[src/hw/rtl/bitmap_block_allocator_unit_defines.svh]
// ----------------------------------------------------------------------------
// Bitmap block allocator assertion macros
// Shared property forms for the allocator's concurrent checks.
// ----------------------------------------------------------------------------
`ifndef BITMAP_BLOCK_ALLOCATOR_UNIT_DEFINES_SVH
`define BITMAP_BLOCK_ALLOCATOR_UNIT_DEFINES_SVH

// Same-cycle implication, sampled on clk and disabled during reset.
`define BBA_ASSERT_IMP(lbl, ante, cons, msg) \
  lbl: assert property (@(posedge clk) disable iff (!rst_n) (ante) |-> (cons)) \
    else $error(msg);

// Next-cycle implication, sampled on clk and disabled during reset.
`define BBA_ASSERT_NXT(lbl, ante, cons, msg) \
  lbl: assert property (@(posedge clk) disable iff (!rst_n) (ante) |=> (cons)) \
    else $error(msg);

`endif

[src/hw/rtl/bba_ram.sv]
// ----------------------------------------------------------------------------
// Generic simple dual-port RAM
// One write port and one read port with a registered read.
// ----------------------------------------------------------------------------
module bba_ram #(
  parameter int WIDTH = 64,
  parameter int DEPTH = 64
) (
  input  logic                                        clk,
  input  logic                                        we,
  input  logic [((DEPTH > 1) ? $clog2(DEPTH) : 1)-1:0] waddr,
  input  logic [WIDTH-1:0]                            wdata,
  input  logic                                        re,
  input  logic [((DEPTH > 1) ? $clog2(DEPTH) : 1)-1:0] raddr,
  output logic [WIDTH-1:0]                            rdata
);

  logic [WIDTH-1:0] mem [DEPTH];
  logic [WIDTH-1:0] rdata_r;

  always_ff @(posedge clk) begin
    if (we) begin
      mem[waddr] <= wdata;
    end
    if (re) begin
      rdata_r <= mem[raddr];
    end
  end

  assign rdata = rdata_r;

endmodule

[config.mk]
export PLATFORM = sky130hd
export DESIGN_NAME = bba_ram
export DESIGN_NICKNAME = d
export VERILOG_FILES = /design/src/hw/rtl/bitmap_block_allocator_unit_defines.svh /design/src/hw/rtl/bba_ram.sv
export SDC_FILE = /design/constraint.sdc
export NUM_CORES = 2
export LEC_CHECK = 0
export BUFFER_PORTS_ARGS = -buffer_cell sky130_fd_sc_hd__clkbuf_2
export CAP_MARGIN = 30
export CORE_MARGIN = 2
export CORE_UTILIZATION = 61
export DETAILED_ROUTE_END_ITERATION = 10
export GPL_TIMING_DRIVEN = 0
export PLACE_DENSITY = 0.75
export SETUP_SLACK_MARGIN = 0.02
export SYNTH_ARGS = -nofsm -noshare
export SYNTH_HDL_FRONTEND = slang
export SYNTH_SLANG_ARGS = --single-unit
[constraint.sdc]
create_clock -name clk -period 15.3 [get_ports clk]
set_input_delay 3.825 -clock clk [delete_from_list [all_inputs] [get_ports clk]]
set_output_delay 3.825 -clock clk [all_outputs]
set_load 0.05 [all_outputs]
Yosys cells after proc, flatten, opt, wreduce, memory -nomap -nowiden --
Memories as Yosys holds them, arrays and structs flattened. A register that Yosys moved wholly into a read port is not among the register bits. Index checks and enable logic that the tools add are counted.
Storage, ports and cells: bits in registers 0, memory bits (writable) 4096, input bits 79, word-level logic and storage cells 3, memories 1
Memories:
- mem | depth 64, width 64, read ports 1, clocked after memory_dff 1, write ports 1, RTL line bba_ram.sv:18 | logic [WIDTH-1:0] mem [DEPTH];
Cells by class: muxes and demuxes 2
Operator list (number):
- 1-bit two-way mux | 2

Depth between registers and ports, before layout --
word-level depth 2, mapped depth 9, gate-level depth less buffers 5

Least setup slack after synthesis --
No wires, ideal clock.
path kind input to register, start point in waddr[3] (netlist name), end point mem mem[48][0], enable pin, arrival time 8.697 ns, setup slack 6.039 ns, stages 4, buffers on the path 1, cell sequence clkbuf_1 -> nor2b_1 -> nand4b_1 -> nor3_1
RTL lines:
- start, declared | RTL line bba_ram.sv:11 | input logic [((DEPTH > 1) ? $clog2(DEPTH) : 1)-1:0] waddr,
- end, declared | RTL line bba_ram.sv:18
Straight into the memory's write port.

==> results by stage <==
STA:
- Setup repair after global routing left no endpoint under its margin.
- The number of endpoints with negative hold slack in the final report is 0.
- After layout, the worst path uses 47.5% of the clock period.
- The final number of setup-violating endpoints is 0.
- The relative slew slack is 22.3%.
- The number of max-slew violations in the final report is 0.
- The transition time at the pin with the least slew margin is 1.17 ns.
- The final worst setup slack is 8.03 ns.
- The accumulated negative setup slack is 0 ns.
- The largest clock skew in the final design is 0.0618 ns.
- The routed design could run at a clock period as short as 7.27 ns.
- The maximum achievable frequency is 0.138 GHz.

Run status:
- The flow ran to the end, and the final reports show no timing, DRC or antenna violations.

Cells and area:
- Across the whole layout, storage elements account for 0.125 sq mm.
- The post-route netlist has 29.7% of its cells at a drive strength greater than 1.
- The layout-stage area growth over the synthesis result is 15.0%.
- After filler insertion, the fill cell instance count of the layout stands at 14000.
- For this run, the post-layout net count is 7506.
- The post-route cell area is 0.181 sq mm.
- In the final layout, the multi-input gates occupy 0.0307 sq mm.

Die:
- The starting density of the core is 61.2%.
- The area of the core is 0.256 sq mm.
- The die is 511 um wide.
- The die boundary height is 511 um.
- The die covers 0.261 sq mm.
- The placement row count is 186.
- The number of ports placed on the die boundary is 143.

Worst setup path:
- The worst stage delay on the critical path is 0.87 ns.
- The setup slack on the worst flop-to-flop path is 12.36 ns.
- By instance count, the cell type seen most on the critical path is buf_2.
- STA classifies the critical path startpoint as an input port.
- For the worst setup path, the data required time is 15.97 ns.
- The critical path goes through buf_2 -> buf_4 -> buf_2 -> buf_2 -> buf_4 -> mux2i_1 -> o22ai_1 -> a31oi_1 -> a211oi_1.
- The largest delay contributor family on the critical path is buffers and inverters.
- Among all stages on the critical path, the largest delay is contributed by a211oi_1.
- STA puts the critical path data arrival time at 7.94 ns.
- The critical path in this run is classified as in2reg.
- The highest net fanout along the worst path is 10.
- The element type at the critical path end is a flip-flop.
- Together, buffers and inverters on the worst path number 5.

Yosys:
- The mux share of post-synthesis cell area is 15.6%.
- The number of synthesized register bits is 4160.
- Summing the areas of all compound-gate instances in the mapped netlist gives 2.47% of the synthesized area.
- The biggest area consumer among synthesized cells is edfxtp_1.
- The largest family of logic cells by synthesized area is multiplexers.
- In the synthesized netlist the async set-or-reset flop fraction comes to 0%.
- By count the netlist is led by 4160 x edfxtp_1, 1024 x mux4_2, 170 x buf_2.
- The number of instances in the synthesized netlist is 6598.
- For this run, the leading register cell type out of synthesis is edfxtp_1.
- The post-synthesis share of cell area spent on and, or, nand and nor gates is 1.23%.
- The share of synthesized cell area in full adder, half adder and majority cells is 0%.
- The count of synthesis-stage warnings from yosys is 0.
- Yosys instantiated no cell more often than edfxtp_1.
- The total nets after synthesis is 6677.
- Yosys mapped the design onto 32 distinct sky130hd cell types.
- In this run the cell area of the synthesized design comes to 0.157 sq mm.
- The post-synthesis average cell area is 23.8 sq um.
- The share of the Yosys chip area taken by registers is 79.6%.
- Yosys attributes the largest share of cell area to edfxtp_1 80%, mux4_2 15%, mux2i_1 0.86%, a22oi_1 0.80%, buf_2 0.54%.
- The share of synthesized area in the top cell type comes to 79.6%.
- After Yosys synthesis, XOR and XNOR cells account for 0% of the synthesized area.
- The number of enable flip-flop cells after synthesis is 4160.

Global route:
- The remaining global-route overflow is 0.
- The first-pass GRT wire length is 607 mm.
- Global routing used 33.5% of the available tracks across all layers.
- Entering global routing, the biggest net connects 65 pins.
- The initial antenna violation count is 34.
- The number of global-route vias before repair is 80600.

Power and ir drop:
- The internal power component is 18700 uW.
- Net switching is 21.4% of the power.
- Combinational logic burns 5.7% of the power.
- VDD sags by at most 0.117 mV.
- Of the total power, the clock network draws 41.1%.
- The net switching power of the design is 5100 uW.
- In this run, flip-flops and latches consume 53.2% of the power.
- The leakage power of the design is 0.0568 uW.
- The total design power is 23800 uW.
- Dividing total power by cell area gives a power density of 132 mW/mm^2.

Clock network:
- TritonCTS built the clock tree.
- The number of CTS-inserted buffers is 404.
- In this run, post-CTS hold repair placed 0 buffers.
- Clock-pin slew was measured on the worst setup and hold paths at 0.06 ns.
- Clock latency on the worst-skew pair, taken at its later pin, is 1.02 ns.
- The maximum buffer depth of the clock tree is 4.
- For this design, the sink count on the clock tree is 4160.
- In this run the post-CTS setup repair buffer count came out at 0.
- The buffer cell driving the clock tree root is clkbuf_16.
- The maximum level of the CTS H-tree is 5.
- The quantity of gates resized following cts is 0.

Route:
- The count of nets left with antenna violations once routing finished came out at 0.
- After detailed routing, the number of vias per cell comes to 7.19.
- The via count is 80100.
- The count of unresolved DRC violations after routing is 0.
- Dividing the detail-routed wire length by the instance count gives 39.3 um.
- The first TritonRoute pass finished after 9 iterations.
- The detailed-route wire length is 438 mm.
- The iteration-0 DRC count of the detailed router is 14200.

Placement:
- After legalization and detailed placement, the total HPWL measured 275 mm.
- The worst setup timing slack at the placement stage is 7.31 ns.
- Summing all placed instances gives a cell area of 0.167 sq mm.
- At the end of routability-driven placement, the weighted congestion stood at 0.869.
- Input and output buffers added on the ports amount to 134.

Min path:
- The min-delay analysis places its worst path in the category reg2reg.

Flow run:
- The count of maximum capacitance violations is 0.
-- power groups by stage --
stage	Clock (uW)	Combinational, uW	Sequential [uW]
final	9800	1350	12700
after global routing	10200	1380	12700
after CTS	9800	1300	12700
after detailed placement	0	1280	12900
after global placement	0	1180	12900
after floorplan	0	588	13000
-- cell families (layout without fill, tap and decap cells) --
| kind of cell | count (synthesis) | in the layout |
|---|---|---|
| flops | 4160 | 4160 |
| buf+inv | 389 | 1513 |
| compound gates | 504 | 504 |
| simple gates | 386 | 386 |
| mux | 1159 | 1159 |
| other cells | 0 | 25 |
-- sequential cells by signal (all words and copies together), names as in the netlist --
register and count:
mem 4096, rdata 64
-- per-stage QoR --
| stage | hold slack, ns | cells | utilization [%] |
|---|---|---|---|
| after global routing | 1.04 | 11100 | 70.4 |
| after floorplan | 0.865 | 6598 | - |
| after detailed placement | 0.953 | 10400 | 65.3 |
| final | 0.994 | 11100 | 70.4 |
| after global placement | 0.942 | 10100 | 63.1 |
| after CTS | 0.999 | 11100 | 70.2 |
-- path summary, 6_finish.rpt --
check,start,end,cells past startpoint
worst max-delay path,raddr[2],rdata[6],9
worst min-delay path,mem[63][50],rdata[50],4
worst max register to register,mem[8][14],rdata[14],5
worst min register to register,mem[63][50],rdata[50],4
-- placed cells by master (no fill, tap or decap), types with 38 or more instances in the layout --
master / Yosys / final
and3_1: 64 / 64
o22ai_1: 83 / 83
bufinv_16: 0 / 46
nor2_1: 112 / 50
a22oi_1: 168 / 168
nand2_1: 58 / 58
clkbuf_16: 0 / 407
a211oi_1: 63 / 63
clkbuf_2: 0 / 138
o221ai_1: 38 / 38
clkbuf_1: 140 / 211
mux4_2: 1024 / 1024
nand3_1: 45 / 45
mux2i_1: 135 / 135
nor2_4: 0 / 62
buf_4: 34 / 65
clkinv_1: 0 / 87
clkinv_2: 0 / 60
buf_12: 0 / 219
edfxtp_1: 4160 / 4160
a22o_1: 88 / 88
buf_2: 170 / 172
-- layout make-up --
cell class,count,share of cell area [%]
Multi-Input combinational cell,2049,17.0
Clock buffer,484,5.80
Clock inverter,217,1.25
Tap cell,3384,2.35
Sequential cell,4160,69.2
Inverter,19,0.0395
Buffer,370,0.988
Timing Repair Buffer,423,3.32
Antenna cell,25,0.0347
-- tightest hold or removal path, stage by stage (launching register included) --
cell and delay (ns):
edfxtp_1 0.31, mux4_2 0.22, a22oi_1 0.09, nand3_1 0.10, and3_1 0.16
-- layer usage --
metal / vias up / global-route usage (%) / wire length, um
met2: 6955 / 52.1 / 208000
met3: 1197 / 10.1 / 63300
met4: 20 / 15.3 / 22700
li1: 30200 / - / -
met5: - / 0 / 123
met1: 41700 / 44.2 / 144000
Power figures use the tool's default switching activity.
