==> src/hw/rtl/bitmap_block_allocator_unit_defines.svh <==
// ----------------------------------------------------------------------------
// Bitmap block allocator assertion macros
// Shared property forms for the allocator's concurrent checks.
// ----------------------------------------------------------------------------
`ifndef BITMAP_BLOCK_ALLOCATOR_UNIT_DEFINES_SVH
`define BITMAP_BLOCK_ALLOCATOR_UNIT_DEFINES_SVH

// Same-cycle implication, sampled on clk and disabled during reset.
`define BBA_ASSERT_IMP(lbl, ante, cons, msg) \
  lbl: assert property (@(posedge clk) disable iff (!rst_n) (ante) |-> (cons)) \
    else $error(msg);

// Next-cycle implication, sampled on clk and disabled during reset.
`define BBA_ASSERT_NXT(lbl, ante, cons, msg) \
  lbl: assert property (@(posedge clk) disable iff (!rst_n) (ante) |=> (cons)) \
    else $error(msg);

`endif

==> src/hw/rtl/bba_find.sv <==
// ----------------------------------------------------------------------------
// Bitmap block allocator free-bit search
// Finds the lowest clear bit of a bitmap word below a bit limit.
// ----------------------------------------------------------------------------
module bba_find #(
  parameter int WORD_BITS = 64
) (
  input  logic [WORD_BITS-1:0]         word,
  input  logic [$clog2(WORD_BITS):0]   limit,
  output logic                         found,
  output logic [$clog2(WORD_BITS)-1:0] idx,
  output logic [WORD_BITS-1:0]         pick
);

  localparam int LG = $clog2(WORD_BITS);

  logic [WORD_BITS-1:0] in_lim;
  logic [WORD_BITS-1:0] cand;

  always_comb begin
    for (int i = 0; i < WORD_BITS; i++) begin
      in_lim[i] = ((LG + 1)'(i) < limit);
    end
  end

  assign cand  = ~word & in_lim;
  assign pick  = cand & (~cand + WORD_BITS'(1));
  assign found = |cand;

  always_comb begin
    idx = '0;
    for (int j = 0; j < LG; j++) begin
      for (int i = 0; i < WORD_BITS; i++) begin
        if (((i >> j) & 1) == 1) begin
          idx[j] = idx[j] | pick[i];
        end
      end
    end
  end

endmodule

==> config.mk <==
export PLATFORM = sky130hd
export DESIGN_NAME = bba_find
export DESIGN_NICKNAME = d
export VERILOG_FILES = /design/src/hw/rtl/bitmap_block_allocator_unit_defines.svh /design/src/hw/rtl/bba_find.sv
export SDC_FILE = /design/constraint.sdc
export NUM_CORES = 1
export LEC_CHECK = 0
export BUFFER_PORTS_ARGS = -buffer_cell sky130_fd_sc_hd__buf_2
export CAP_MARGIN = 15
export CORE_MARGIN = 3
export CORE_UTILIZATION = 30
export DETAILED_ROUTE_END_ITERATION = 12
export PLACE_DENSITY = 0.58
export SLEW_MARGIN = 20
export SYNTH_ARGS = -nofsm -noshare
export SYNTH_HDL_FRONTEND = slang
export SYNTH_SLANG_ARGS = --single-unit
==> constraint.sdc <==
create_clock -name vclk -period 8.5
set_input_delay 0.425 -clock vclk [all_inputs]
set_output_delay 0.425 -clock vclk [all_outputs]
set_load 0.005 [all_outputs]
Yosys cells after proc, flatten, opt, wreduce, memory -nomap -nowiden
Cells that the tools add are included.
{ "word_totals": {"inputBits": 71, "ff_bits": 0} }
{ "op_classes": {"n_lt_le_gt_ge": 64, "n_addsub": 1, "reduce_logical": 1, "n_bitwise": 190} }
{ "ops": {"columns": ["cell", "n"], "rows": [
  ["$lt 6x7->1 const A", 32],
  ["$or 1x1->1", 186],
  ["$and 64x64->64", 2],
  ["$not 64->64", 2],
  ["$lt 5x7->1 const A", 16],
  ["$add 64x1->64 const B", 1],
  ["$reduce_or 64->1", 1],
  ["$lt 4x7->1 const A", 8],
  ["$lt 3x7->1 const A", 4],
  ["$lt 1x7->1 const A", 2],
  ["$lt 2x7->1 const A", 2]
]} }

Logic depth before layout (Yosys ltp)
Gate-level depths: netlist of run 1.
{ "logic_depth": {"ltp_word": 36, "mapped_depth": 14} }

Worst setup path after synthesis of run 1
No wires, ideal clock.
{ "synth_timing": {"path_type": "input-to-output", "start": "input limit[4]", "end": "output idx[3]", "t_arrival_ns": 2.900, "required_time_ns": 8.075, "path_slack_ns": 5.175, "stages": 10, "cell_sequence": "buf_6 -> nor4_4 -> a21oi_1 -> nor4_4 -> nand4bb_2 -> or3_4 -> or4_4 -> o221ai_1 -> nor4_1 -> nand3_1"} }
{ "synth_via": {"elab_chain_cells": 36} }
{ "synth_rtl": {"columns": ["element", "line", "source"], "rows": [
  ["start, declared", "bba_find.sv:9", "input logic [$clog2(WORD_BITS):0] limit,"],
  ["$lt 1x7->1, or another cell as far along", "bba_find.sv:22", "in_lim[i] = ((LG + 1)'(i) < limit);"],
  ["$and 64x64->64 *", "bba_find.sv:26", "assign cand = ~word & in_lim;"],
  ["$not 64->64", "bba_find.sv:27", "assign pick = cand & (~cand + WORD_BITS'(1));"],
  ["$add 64x1->64", "bba_find.sv:27", null],
  ["$and 64x64->64 *", "bba_find.sv:27", null],
  ["$or 1x1->1 (30 in a row)", "bba_find.sv:35", "idx[j] = idx[j] | pick[i];"],
  ["$or 1x1->1 *", "bba_find.sv:35", null],
  ["end, declared", "bba_find.sv:11", "output logic [$clog2(WORD_BITS)-1:0] idx,"]
]} }
Every way passes the cells marked *; elsewhere a longest branch is shown, timed or not.

Worst setup path after layout of run 1
{ "layout_timing": {"start": "input limit[4]", "end": "output idx[2]"} }
{ "layout_via": {"elab_chain_cells": 36} }
{ "layout_rtl": {"columns": ["element", "line"], "rows": [
  ["$lt 1x7->1, or another cell as far along", "bba_find.sv:22"],
  ["$and 64x64->64 *", "bba_find.sv:26"],
  ["$not 64->64", "bba_find.sv:27"],
  ["$add 64x1->64", "bba_find.sv:27"],
  ["$and 64x64->64 *", "bba_find.sv:27"],
  ["$or 1x1->1 (30 in a row)", "bba_find.sv:35"],
  ["$or 1x1->1 *", "bba_find.sv:35"]
]} }
Marked as above.

==> run summary, run 1 <==
critical path class: primary input to output port
cell-internal power: 0.0000447 W
# Max-Cap Violations: 0
upper clock frequency limit: 202 MHz
area taken by multi-input logic gates: 2610 um2
sequential element share of the synthesized area: 0%
endpoints failing setup: 0
WP buf/inv: 2
Slew HR: 29.3%
ANT nets after route: 0
setup TNS: 0 ps
DRT iter0 DRCs: 418
final net count: 663
first-pass GRT wire length: 24.7 mm
crit-path leading delay family: simple AND/OR/NAND/NOR gates
Resized cells post-CTS: 0
Placed Area: 3590 um2
area delta synth->final: 26.4%
vias in the first global route: 4,312
final wirelength: 16.7 mm
diode count: 0
minimum hold slack: 1110 ps
Power per Cell Area: 37.5 nW/um2
postcts setup bufs: 0
Tightest Pin Transition: 1050 ps
drt via density: 6.39
Final Hold Vio Count: 0
status: completed
slowest stage delay, CP: 910 ps
sequential power share: 0%
fin area: 3590 um2
GRT Overall Usage: 30.4%
number of synthesis warnings: 0
total die area: 10,700 um2
I/O pin count: 142
Worst path slowest cell: nor3_2
pin count of the biggest net entering global routing: 29
IO Port Bufs: 142
most frequent cells in the layout: buf_2 (142), nor2_1 (51), a21oi_1 (50)
Arr. time, crit path: 4540 ps
core area: 8980 um2
die height: 103 um
Crit Path Max Fanout: 25
Cell variety after synth: 74
fin crit share: 58.4%
Worst Hold Class: primary input to output port
Net Sw Frac: 66.7%
Cells after Synth: 473
DP Worst Slack: 3740 ps
DRC: 0
num sequential: 0
Lkg Pwr: 1.70 nW
CP required: 8080 ps
Starting Density: 31.6%
commonest non-fill, non-tap cell in the layout: buf_2
critical path depth: 11
Seq. cell area: 0 um2
RSZ-0062 raised after global routing: false
RD Place Congestion: 1.03
die extent in x: 103 um
Fillers: 1,050
crit path cell chain: buf_2 > nor3_2 > o21ai_1 > a311oi_2 > nand3_1 > nor3_2 > nand2_1 > o2111ai_1 > nor3_1 > nand4_1 > buf_2
Syn Area/Cell: 6.00 um2
fin. max-slew vios: 0
remaining global-route overflow: 0
Hold-fix buffers, CTS: 0
post-DP HPWL: 13.8 mm
Pre-antenna DRT Iters: 5
Wirelength per Cell: 23.4 um
Layout clock buffers: 0
Critical Path Source: limit[4]
clock share of power: 0%
kind of start point of the critical path: primary input
CP Capture Type: output port
combinational fraction of design power: 100.0%
Vias: 4,574
Row Count: 34
initial antenna violation count: 0
syn nets: 544
Switch Pwr: 0.0000896 W
area of the mapped netlist: 2840 um2
Worst Setup Slack, final: 3540 ps
worst setup path endpoint: idx[2]
Max VDD drop: 0.0402 mV
share of cells above drive strength 1: 29.5%
WHS Path Cells: 3
Final Critical Period: 4960 ps
cell families (layout without fill, tap and decap cells):
family	Yosys count	count (layout)	synth area share [%]
simple gates	278	278	59.5
compound gates	144	144	32.5
buf+inv	51	168	8.06
cell usage after synthesis, drive strengths merged (9+ instances only):
master,count,area [um2]
a211oi,12,90.1
a21oi,51,259
and3,13,81.3
nor3,27,171
buf,17,101
nand2,35,134
nand3,27,135
nand4,17,106
nor2,52,198
or3,11,73.8
nor4,23,180
inv,23,86.3
and2,10,62.6
nand2b,9,56.3
o21ai,24,124
clkbuf,11,41.3
metrics by stage:
step	power, W	instances	utilization (%)
2_1_floorplan	0.0000786	473	-
3_3_place_gp	0.000131	716	40.0
3_5_place_dp	0.000130	716	40.0
4_1_cts	0.000131	716	40.0
5_1_grt	0.000145	716	40.0
6_report	0.000134	716	40.0
metal layers:
| metal | vias up | GRT usage [%] | wire length, um |
|---|---|---|---|
| met5 | - | 0 | 0 |
| met3 | 42 | 1.95 | 1290 |
| met4 | 0 | 8.67 | 585 |
| met2 | 297 | 51.2 | 7770 |
| li1 | 2067 | - | - |
| met1 | 2168 | 41.7 | 7100 |
power groups by stage:
stage / sequential (W) / combinational (W) / clock [W]
CTS: 0 / 0.000131 / 0
finish: 0 / 0.000134 / 0
detailed placement: 0 / 0.000130 / 0
global route: 0 / 0.000145 / 0
global placement: 0 / 0.000131 / 0
floorplan: 0 / 0.0000786 / 0
how the worst min path moves through the flow:
stage                         end  slack [ps]  startpoint
after CTS                 pick[0]        1110     word[0]
after floorplan           pick[0]         880     word[0]
after global placement    pick[0]        1110     word[0]
after detailed placement  pick[0]        1110     word[0]
after global routing      pick[0]        1140     word[0]
final                     pick[0]        1110     word[0]
tightest hold or removal path: stages:
cell and delay, ps:
buf_2 90, a21oi_2 50, buf_2 120
final cells by class:
class,instances,share of cell area (%)
inverter,23,2.41
tap,126,4.39
timing repair buffer,145,20.4
multi-input combinational,422,72.8
(Power assumes the default switching activity.)
==> inputs of run 2 (changes only) <==
--- a/config.mk
+++ b/config.mk
@@ -10,7 +10,7 @@
 export CORE_MARGIN = 3
 export CORE_UTILIZATION = 30
 export DETAILED_ROUTE_END_ITERATION = 12
-export PLACE_DENSITY = 0.58
+export PLACE_DENSITY = 0.61
 export SLEW_MARGIN = 20
 export SYNTH_ARGS = -nofsm -noshare
 export SYNTH_HDL_FRONTEND = slang
==> constraint.sdc (replaced) <==
create_clock -name vclk -period 4.1
set_input_delay 0.205 -clock vclk [all_inputs]
set_output_delay 0.205 -clock vclk [all_outputs]
set_load 0.005 [all_outputs]
==> run 2 against run 1 <==
Die area is the same; critical path depth increased by 1; global-route usage decreased by 1.0 points; via count increased by 2.0%; utilization up 2.8 points; first-iteration DRC count is 30% higher; sequential share of layout area unchanged; total power grew 120%; clock-buffer cell count unchanged; combinational power grew 120%; critical endpoint is now idx[0]; largest power group unchanged.
==> run summary, run 2 (synthesis gave the netlist of run 1 again) <==
status: completed
drt via density: 6.24
cell-internal power: 0.000105 W
total die area: 10,700 um2
num sequential: 0
die extent in x: 103 um
Crit Path Max Fanout: 28
Lkg Pwr: 1.85 nW
Worst Hold Class: primary input to output port
share of cells above drive strength 1: 33.1%
first-pass GRT wire length: 24.1 mm
Layout clock buffers: 0
fin. max-slew vios: 0
DRC: 0
remaining global-route overflow: 0
endpoints failing setup: 0
DP Worst Slack: 362 ps
clock share of power: 0%
Switch Pwr: 0.000186 W
Slew HR: 49.0%
CP required: 3890 ps
RSZ-0062 raised after global routing: false
WHS Path Cells: 3
Pre-antenna DRT Iters: 6
Max VDD drop: 0.0561 mV
Starting Density: 31.6%
Wirelength per Cell: 21.9 um
pin count of the biggest net entering global routing: 29
most frequent cells in the layout: buf_2 (142), nor2_1 (51), a21oi_1 (50)
Tightest Pin Transition: 764 ps
worst setup path endpoint: idx[0]
kind of start point of the critical path: primary input
final wirelength: 16.4 mm
post-DP HPWL: 13.8 mm
Vias: 4,665
Seq. cell area: 0 um2
area delta synth->final: 35.3%
Placed Cells: 748
combinational fraction of design power: 100.0%
I/O pin count: 142
final net count: 695
Resized cells post-CTS: 0
# Max-Cap Violations: 0
Final Critical Period: 3750 ps
GRT Overall Usage: 29.3%
CP Capture Type: output port
vias in the first global route: 4,358
Post-Layout Cell Count: 748
commonest non-fill, non-tap cell in the layout: buf_2
IO Port Bufs: 142
DRT iter0 DRCs: 545
Power per Cell Area: 75.8 nW/um2
Critical Path Source: limit[3]
Row Count: 34
RD Place Congestion: 1.10
Final Hold Vio Count: 0
Net Sw Frac: 63.8%
core area: 8980 um2
sequential power share: 0%
postcts setup bufs: 0
upper clock frequency limit: 266 MHz
Hold-fix buffers, CTS: 0
Arr. time, crit path: 3550 ps
Worst Setup Slack, final: 345 ps
setup TNS: 0 ps
Fillers: 1,033
critical path class: primary input to output port
diode count: 0
ANT nets after route: 0
initial antenna violation count: 0
fin crit share: 91.6%
die height: 103 um
-- run 2: cell count changes in the layout (fill, tap and decap cells not counted) --
| cell | delta |
|---|---|
| buf_12 | +1 |
| buf_4 | +31 |
-- run 2: area by class of cell --
type                       instances  area (um2)  area share, %
inverter                          23        86.3           2.25
multi-input combinational        422        2610           68.0
tap                              126         158           4.11
timing repair buffer             177         986           25.7
-- run 2: worst min path at each step --
| stage | start | endpoint | slack [ps] |
|---|---|---|---|
| floorplan | word[0] | pick[0] | 440 |
| global placement | word[0] | pick[0] | 680 |
| detailed placement | word[0] | pick[0] | 680 |
| CTS | word[0] | pick[0] | 680 |
| global route | word[0] | pick[0] | 710 |
| finish | word[0] | pick[0] | 680 |
-- run 2: worst max-delay path: stages --
cell and delay [ps]:
buf_2 270, nor4_4 580, a21oi_1 230, nor4_4 570
nand3_1 210, buf_4 220, or3_1 370, nor4b_2 360
nand3b_1 210, nor4_1 80, nand3b_1 120, buf_2 120
-- run 2: through the flow --
stage               hold slack, ps  instance area (um2)  utilization (%)  total power [W]
floorplan                      445                 2840                -         0.000163
global placement               675                 3840             42.8         0.000281
detailed placement             679                 3840             42.8         0.000282
CTS                            683                 3840             42.8         0.000284
global route                   712                 3840             42.8         0.000312
finish                         683                 3840             42.8         0.000291
-- run 2: power groups by stage --
| stage | clock network, W | registers (W) | logic [W] |
|---|---|---|---|
| 6_report | 0 | 0 | 0.000291 |
| 5_1_grt | 0 | 0 | 0.000312 |
| 4_1_cts | 0 | 0 | 0.000284 |
| 3_5_place_dp | 0 | 0 | 0.000282 |
| 3_3_place_gp | 0 | 0 | 0.000281 |
| 2_1_floorplan | 0 | 0 | 0.000163 |
-- run 2: routing by layer --
layer	up-vias	GRT usage [%]	wire length [um]
met2	341	48.8	7390
met5	-	0	0
met1	2138	39.3	6730
met3	53	3.15	1570
met4	0	10.3	714
li1	2133	-	-
==> inputs of run 3 (changes only) <==
--- a/config.mk
+++ b/config.mk
@@ -10,7 +10,7 @@
 export CORE_MARGIN = 3
 export CORE_UTILIZATION = 30
 export DETAILED_ROUTE_END_ITERATION = 12
-export PLACE_DENSITY = 0.61
+export PLACE_DENSITY_LB_ADDON = 0.2
 export SLEW_MARGIN = 20
 export SYNTH_ARGS = -nofsm -noshare
 export SYNTH_HDL_FRONTEND = slang
==> run 3 against run 2 <==
Via count is 0.47% lower; routed wire length down 3.6%; non-clock buffer count is 11 lower; critical path type unchanged; largest power group unchanged.
==> run summary, run 3 (synthesis gave the netlist of run 1 again) <==
num sequential: 0
Net Sw Frac: 64.9%
Worst Hold Class: primary input to output port
critical path depth: 11
fin util: 41.7%
share of cells above drive strength 1: 31.9%
Fillers: 999
Power per Cell Area: 75.7 nW/um2
first-pass GRT wire length: 23.2 mm
kind of start point of the critical path: primary input
setup TNS: 0 ps
CP Capture Type: output port
Pre-antenna DRT Iters: 5
clock share of power: 0%
fin. max-slew vios: 0
Final Hold Vio Count: 0
Post-Layout Cell Count: 737
Starting Density: 31.6%
status: completed
GRT Overall Usage: 28.1%
RSZ-0062 raised after global routing: false
CP required: 3890 ps
Arr. time, crit path: 3650 ps
RD Place Congestion: 1.08
combinational fraction of design power: 100.0%
worst setup path endpoint: idx[0]
WP buf/inv: 2
Tightest Pin Transition: 738 ps
core area: 8980 um2
area delta synth->final: 31.9%
final wirelength: 15.8 mm
diode count: 0
DRT iter0 DRCs: 669
crit path cell chain: buf_2 > nor3_2 > a21oi_1 > nor4_1 > nand4bb_2 > or3_4 > or4_4 > o21ai_0 > nor4_1 > nand3b_1 > buf_2
Vias: 4,643
# Max-Cap Violations: 0
Hold-fix buffers, CTS: 0
Lkg Pwr: 1.80 nW
postcts setup bufs: 0
Placed Cells: 737
Wirelength per Cell: 21.5 um
crit-path leading delay family: simple AND/OR/NAND/NOR gates
total die area: 10,700 um2
endpoints failing setup: 0
drt via density: 6.30
Final Critical Period: 3850 ps
initial antenna violation count: 0
Crit Path Max Fanout: 25
post-DP HPWL: 13.1 mm
Worst path slowest cell: nor3_2
remaining global-route overflow: 0
sequential power share: 0%
commonest non-fill, non-tap cell in the layout: buf_2
Resized cells post-CTS: 0
most frequent cells in the layout: buf_2 (142), nor2_1 (51), a21oi_1 (50)
I/O pin count: 142
die height: 103 um
Switch Pwr: 0.000184 W
ANT nets after route: 0
Max VDD drop: 0.0585 mV
Slew HR: 50.5%
cell-internal power: 0.0000995 W
minimum hold slack: 679 ps
Critical Path Source: limit[4]
fin crit share: 94.0%
upper clock frequency limit: 260 MHz
final net count: 684
area taken by multi-input logic gates: 2610 um2
vias in the first global route: 4,264
Layout clock buffers: 0
DRC: 0
slowest stage delay, CP: 690 ps
die extent in x: 103 um
Seq. cell area: 0 um2
IO Port Bufs: 142
Row Count: 34
critical path class: primary input to output port
pin count of the biggest net entering global routing: 29
-- run 3: changes by cell type in the layout (fill, tap and decap cells not counted) --
cell	before	now
buf_12	1	0
buf_4	34	24
-- run 3: layout make-up --
| type | instances | area share [%] |
|---|---|---|
| multi-input combinational | 422 | 69.7 |
| timing repair buffer | 166 | 23.8 |
| tap | 126 | 4.21 |
| inverter | 23 | 2.31 |
-- run 3: power by group through the flow --
stage | clock [W] | combinational (W) | sequential [W]
6_report | 0 | 0.000284 | 0
3_3_place_gp | 0 | 0.000273 | 0
3_5_place_dp | 0 | 0.000273 | 0
5_1_grt | 0 | 0.000305 | 0
4_1_cts | 0 | 0.000274 | 0
2_1_floorplan | 0 | 0.000163 | 0
-- run 3: how the worst min path moves through the flow --
stage / start / to / slack (ps) / cells past startpoint
floorplan: word[0] / pick[0] / 440 / 1
global placement: word[0] / pick[0] / 670 / 3
detailed placement: word[0] / pick[0] / 680 / 3
CTS: word[0] / pick[0] / 680 / 3
global route: word[0] / pick[0] / 700 / 3
finish: word[0] / pick[0] / 680 / 3
-- run 3: per-stage QoR --
stage	power, W	setup WS, ps	cell area, um2
finish	0.000284	248	3740
global route	0.000305	3.28	3740
detailed placement	0.000273	363	3740
CTS	0.000274	355	3740
global placement	0.000273	338	3740
floorplan	0.000163	1210	2840
-- run 3: per-layer routing --
layer / global-route usage [%] / share of wire [%]
met4: 10.5 / 4.7
met3: 3.82 / 11
met2: 44.1 / 44
met5: 0 / 0
met1: 39.0 / 40
-- run 3: worst min-delay path, cell delays in order --
cell	delay [ps]
buf_2	100
a21oi_2	50
buf_2	120
